### src/hw/rtl/c3rso_pkg.sv
// ---------------------------------------------------------------------------
// c3rso_pkg
// shared types and constants of the 3x3 rgb convolution block
// ---------------------------------------------------------------------------
package c3rso_pkg;

    localparam int LINE_MAX  = 4096;
    localparam int ADDR_W    = $clog2(LINE_MAX);
    localparam int MAX16     = 32768;
    localparam int CFG_W     = 24;
    localparam int CFG_IDX_W = 3;

    localparam logic [CFG_IDX_W-1:0] REG_COEF_TOP = 3'd0;
    localparam logic [CFG_IDX_W-1:0] REG_COEF_MID = 3'd1;
    localparam logic [CFG_IDX_W-1:0] REG_COEF_BOT = 3'd2;
    localparam logic [CFG_IDX_W-1:0] REG_SCALE    = 3'd3;
    localparam logic [CFG_IDX_W-1:0] REG_OFFSET   = 3'd4;
    localparam logic [CFG_IDX_W-1:0] REG_GRAY     = 3'd5;
    localparam logic [CFG_IDX_W-1:0] REG_DEEP     = 3'd6;
    localparam logic [CFG_IDX_W-1:0] REG_WIDTH    = 3'd7;

    typedef struct packed {
        logic [15:0] pix_red;
        logic [15:0] pix_green;
        logic [15:0] pix_blue;
        logic [15:0] pix_alpha;
        logic        frame_start;
    } in_beat_t;

    typedef struct packed {
        logic [15:0] res_red;
        logic [15:0] res_green;
        logic [15:0] res_blue;
        logic [15:0] res_alpha;
        logic        write_pixel;
        logic        row_end;
    } out_beat_t;

    // packed pixel: alpha, blue, green, red from msb to lsb
    typedef logic [63:0] pixel_t;

    typedef struct packed {
        logic [23:0]        coef_top;
        logic [23:0]        coef_mid;
        logic [23:0]        coef_bot;
        logic signed [23:0] scale;
        logic signed [16:0] offset;
        logic               gray;
        logic               deep;
        logic [12:0]        width;
    } cfg_t;

    // controller to datapath
    typedef struct packed {
        logic take;      // capture input beat, issue line-store read
        logic win;       // read data valid: shift window, write stores
        logic mac;       // start channel sum
        logic fin;       // scale and clamp
        logic out_load;  // load output register
    } dp_cmd_t;

    function automatic logic [15:0] trunc_mask(input logic [15:0] v, input logic deep);
        trunc_mask = deep ? v : {8'd0, v[7:0]};
    endfunction

endpackage

### src/hw/rtl/c3rso_ctrl.sv
// ---------------------------------------------------------------------------
// c3rso_ctrl
// sequencer: accept, read stores, window, sum, scale, output hand-off
// ---------------------------------------------------------------------------
module c3rso_ctrl (
    input  logic                clk,
    input  logic                rst_n,
    input  logic                in_valid,
    output logic                in_ready,
    input  logic                emit,
    input  logic                out_full,
    input  logic                out_taken,
    output c3rso_pkg::dp_cmd_t  cmd
);

    typedef enum logic [2:0] {
        ST_IDLE, ST_READ, ST_MAC, ST_FIN, ST_SEND
    } state_t;

    state_t state_reg, state_next;
    logic   out_free;

    assign out_free = !out_full || out_taken;
    assign in_ready = (state_reg == ST_IDLE);

    always_comb
    begin
        state_next   = state_reg;
        cmd          = '0;
        case (state_reg)
            ST_IDLE:
            begin
                if (in_valid)
                begin
                    cmd.take   = 1'b1;
                    state_next = ST_READ;
                end
            end
            ST_READ:
            begin
                cmd.win    = 1'b1;
                state_next = ST_MAC;
            end
            ST_MAC:
            begin
                if (emit)
                begin
                    cmd.mac    = 1'b1;
                    state_next = ST_FIN;
                end
                else
                begin
                    state_next = ST_IDLE;
                end
            end
            ST_FIN:
            begin
                cmd.fin    = 1'b1;
                state_next = ST_SEND;
            end
            ST_SEND:
            begin
                if (out_free)
                begin
                    cmd.out_load = 1'b1;
                    state_next   = ST_IDLE;
                end
            end
            default:
            begin
                state_next = ST_IDLE;
            end
        endcase
    end

    always_ff @(posedge clk or negedge rst_n)
    begin
        if (!rst_n)
        begin
            state_reg <= ST_IDLE;
        end
        else
        begin
            state_reg <= state_next;
        end
    end

`ifndef ASSERT_OFF
    a_take_idle: assert property (@(posedge clk) disable iff (!rst_n)
        cmd.take |=> state_reg == ST_READ)
        else $error("take did not move to read");
    a_load_free: assert property (@(posedge clk) disable iff (!rst_n)
        cmd.out_load |-> out_free)
        else $error("output overwritten");
    a_mac_after_win: assert property (@(posedge clk) disable iff (!rst_n)
        cmd.mac |-> $past(cmd.win))
        else $error("sum started without window");
`endif

endmodule

### config.mk
export PLATFORM = sky130hd
export DESIGN_NAME = c3rso_ctrl
export DESIGN_NICKNAME = d
export VERILOG_FILES = /design/src/hw/rtl/c3rso_pkg.sv /design/src/hw/rtl/c3rso_ctrl.sv
export SDC_FILE = /design/constraint.sdc
export NUM_CORES = 1
export LEC_CHECK = 0
export BUFFER_PORTS_ARGS = -buffer_cell sky130_fd_sc_hd__buf_2
export CORE_AREA = 2 2 39 41
export CTS_CLUSTER_SIZE = 16
export DETAILED_ROUTE_END_ITERATION = 8
export DIE_AREA = 0 0 41 43
export PLACE_DENSITY = 0.43
export SYNTH_ARGS = -nofsm -noshare
export SYNTH_HDL_FRONTEND = slang
export SYNTH_SLANG_ARGS = --single-unit
export TNS_END_PERCENT = 20
### constraint.sdc
create_clock -name clk -period 1.4 [get_ports clk]
set_input_delay 0.07 -clock clk [delete_from_list [all_inputs] [get_ports clk]]
set_output_delay 0.07 -clock clk [all_outputs]
set_load 0.03 [all_outputs]
# After elaboration in Yosys (flattened, before gate mapping)
# Cells that the tools add are included.
# classes
n_eq_ne,6
n_mux,12
n_reduce_logical,4
# ops
op,count
case mux 3 bit (5 select lines),1
two-way mux 1 bit,8
== test 3 x 2 -> 1 bit (second input constant),2
two-way mux 3 bit,2
inequality test 2 bit (second input constant),2
== test 3 x 1 -> 1 bit (second input constant),1
== test 3 bit (second input constant),1
logical NOT 3 bit,1
two-way mux 2 bit,1
AND reduction 2 bit,1
logical NOT 1 bit,1
logical OR 1 bit,1
# word_totals
register_bits,3
input_bits,6
output_inout_bits,6
word_cells,23

# Logic depth before layout (Yosys ltp)
# depth
depth_word,4
ltp_mapped,3
mapped_depth_nobuf,2

# Worst setup path before layout
# OpenSTA, ideal clock, no wires.
# synth_path
path_type,register to output
startpoint,reg state_reg[1]
endpoint,out cmd[4] (netlist name)
t_arrival_ns,1.613
required_time_ns,1.330
slack_ns,-0.283
path_stages_with_launch,4
n_path_buf,1
cell_sequence,dfrtp_1 buf_6 nor3_1 and2_1
# synth_rtl
item,line,source
from (decl),c3rso_ctrl.sv:20,"state_t state_reg, state_next;"
from (signal assigned),c3rso_ctrl.sv:84,state_reg <= state_next;
to (decl),c3rso_ctrl.sv:13,output c3rso_pkg::dp_cmd_t cmd

==> summary.txt <==
Row Count -> 14
CTS Buf Count -> 3
Share of layout cells above drive strength 1 -> 0.529
Drt first-iter violations -> 0
Routed WL per cell -> 8.60 um
Final hold viol count -> 0
Syn nets -> 25
Unrepaired setup endpoints after global routing -> no
Final Max Slew Viols -> 0
Area Overhead vs Synth -> 55.2%
Top delay family on crit path -> flip-flops
# IOs -> 12
CP Cell Sequence -> a2111oi_2 > buf_2
Htree depth -> 1
Synth top area share -> 0.390
Gr usage total -> 0.0622
First drt pass iteration count -> 1
Maximum clock insertion buffer count -> 2
Post-synthesis cell type count -> 14
Clock share of power -> 0.218
Gpl congestion -> 0.683
Initial antenna violation count -> 0
Root buffer cell -> clkbuf_4
Die width -> 41 um
Max incr delay on CP -> 450 ps
Static leakage -> 0.154 nW
Sequential share of power -> 0.291
Period utilization -> 0.958
Synthesized flop and latch total -> 3
Minimum period implied by the final worst setup slack -> 1340 ps
Register-to-Register Setup Slack -> 420 ps
Least-Margin Pin Slew -> 273 ps
Cell depth of the worst setup path -> 2
Area of the multi-input gates -> 104 um^2
Sequential element share of the synthesized area -> 0.390
Postcts setup bufs -> 0
Status -> finished, final reports clean
Post-Route Setup TNS -> 0 ps
Reg-to-reg startpoint -> state_reg[0]
RR Endpoint -> state_reg[2]
Normalized max-slew margin -> 0.818
CP startpoint -> state_reg[0]
Reg area -> 76.3 um^2
Synth top area cells -> dfrtp_1, a2111oi_2, and4bb_2, buf_6, a41o_1
Core ar. -> 1380 um^2
Max Cap Violations -> 0
Post-Syn Area per Cell -> 10.1 um^2
Post-synth ARST share -> 1.00
Synth cell count leaders -> dfrtp_1, inv_1, nor2_1, nor3_1
Post-synth top area cell -> dfrtp_1
Vert. Die Dim -> 43 um
Post-route design area -> 299 um^2
Synth Flop Type -> dfrtp_1
Net total in the final layout -> 41
CTS tree -> done
Total clock sinks -> 3
Internal power -> 0.360 mW
Sw Ratio -> 0.480
Routed vias -> 195
Maximum VDD drop -> 705 uV
Antenna Cells -> 0
Port Buffer Count -> 11
Gr ovfl total -> 0
Logic pwr share -> 0.491
Worst path buffer plus inverter count -> 1
Critical path endpoint category -> output pin
Critical path type -> reg2out
Worst Skew -> 5.29 ps
Post-DR vias/cell -> 3.90
Clk slew on worst S/H paths -> 40 ps
Clk_lat worst skew -> 230 ps
Cell area after synthesis -> 193 um^2
Largest net degree at the start of global routing -> 9
Die area -> 1760 um^2
Required time worst endpoint -> 1330 ps
Routed WL -> 430 um
Starting Density -> 0.139
Final setup fails -> 0
YS warnings -> 0
Fmax -> 746 MHz
Detail Placement HPWL -> 314 um
R2r worst-path depth -> 2
Worst Hold Depth -> 2
Worst setup path endpoint -> cmd[0]
Placed cell area -> 262 um^2
DRT antenna net count -> 0
Dominant cell by count in the synthesized netlist -> dfrtp_1
Worst Path Arrival -> 1270 ps
Number of global-route vias before repair -> 185
Max stage delay cell, worst path -> dfrtp_1
Max reg flops -> 3
Pwr dens -> 2320 nW/um^2
Hold crit path type -> in2reg
DR DRC count -> 0
Filler cells -> 149
First-pass GRT wire length -> 724 um
Type of origin of the critical path -> register
P_sw -> 0.333 mW
Cells after Synth -> 19
Post-synth EDFFs -> 0
CP Max Fanout -> 8
-- layout by cell type, fill, tap and decap left out --
cell	n
a2111oi_2	1
a21oi_1	1
a41o_1	1
and2_1	1
and3b_1	1
and4bb_2	1
buf_2	11
clkbuf_1	1
clkbuf_4	3
dfrtp_1	2
dfrtp_2	1
dlygate4sd3_1	1
inv_1	2
mux2i_1	1
nand2b_1	1
nand3b_1	1
nor2_1	2
nor3_1	1
nor3_2	1
-- per-layer routing --
metal,track usage,part of all wire,vias to the layer above
li1,-,-,99
met1,0.0737,0.51,82
met2,0.0813,0.34,14
met3,0.0366,0.15,0
met4,0.0400,0,0
met5,0,0,-
-- per-stage QoR --
step                      worst slack [ps]  cells  hold slack [ps]  power (mW)  utilization
after floorplan                       13.1     19             -226       0.469            -
after global placement                 299     45             -133       0.542        0.189
after detailed placement               292     45             -133       0.542        0.189
after CTS                             45.4     50              118       0.705        0.215
after global routing                  4.40     50              125       0.757        0.216
final                                 59.1     50              123       0.693        0.216
-- kinds of logic after synthesis --
group | share of synthesized area
simple gates | 0.305
buf+inv | 0.0974
compound gates | 0.156
flops | 0.390
mux | 0.0520
-- layout make-up --
| type | count | area share |
|---|---|---|
| tap | 16 | 0.0669 |
| clock buffer | 4 | 0.0879 |
| sequential | 3 | 0.255 |
| inverter | 2 | 0.0251 |
| timing repair buffer | 12 | 0.218 |
| multi-input combinational | 13 | 0.347 |
-- worst min-delay path by stage --
stage	start	end	slack, ps
finish	out_full	state_reg[2]	120
global route	out_full	state_reg[2]	130
CTS	out_full	state_reg[2]	120
detailed placement	rst_n	state_reg[2]	-130
global placement	rst_n	state_reg[2]	-130
floorplan	rst_n	state_reg[0]	-230
-- power by group through the flow --
stage | clock (mW) | sequential [mW] | combinational, mW
floorplan | 0 | 0.165 | 0.304
global placement | 0 | 0.199 | 0.343
detailed placement | 0 | 0.203 | 0.339
CTS | 0.160 | 0.201 | 0.344
global route | 0.166 | 0.221 | 0.370
finish | 0.151 | 0.202 | 0.340
-- repair_timing --
item,CTS,global route
hold endpoints to repair,3,0
setup endpoints to repair,0,1
gates resized for setup,0,1
hold buffers,1,0
Note: power is estimated with default switching activity, not from simulation.
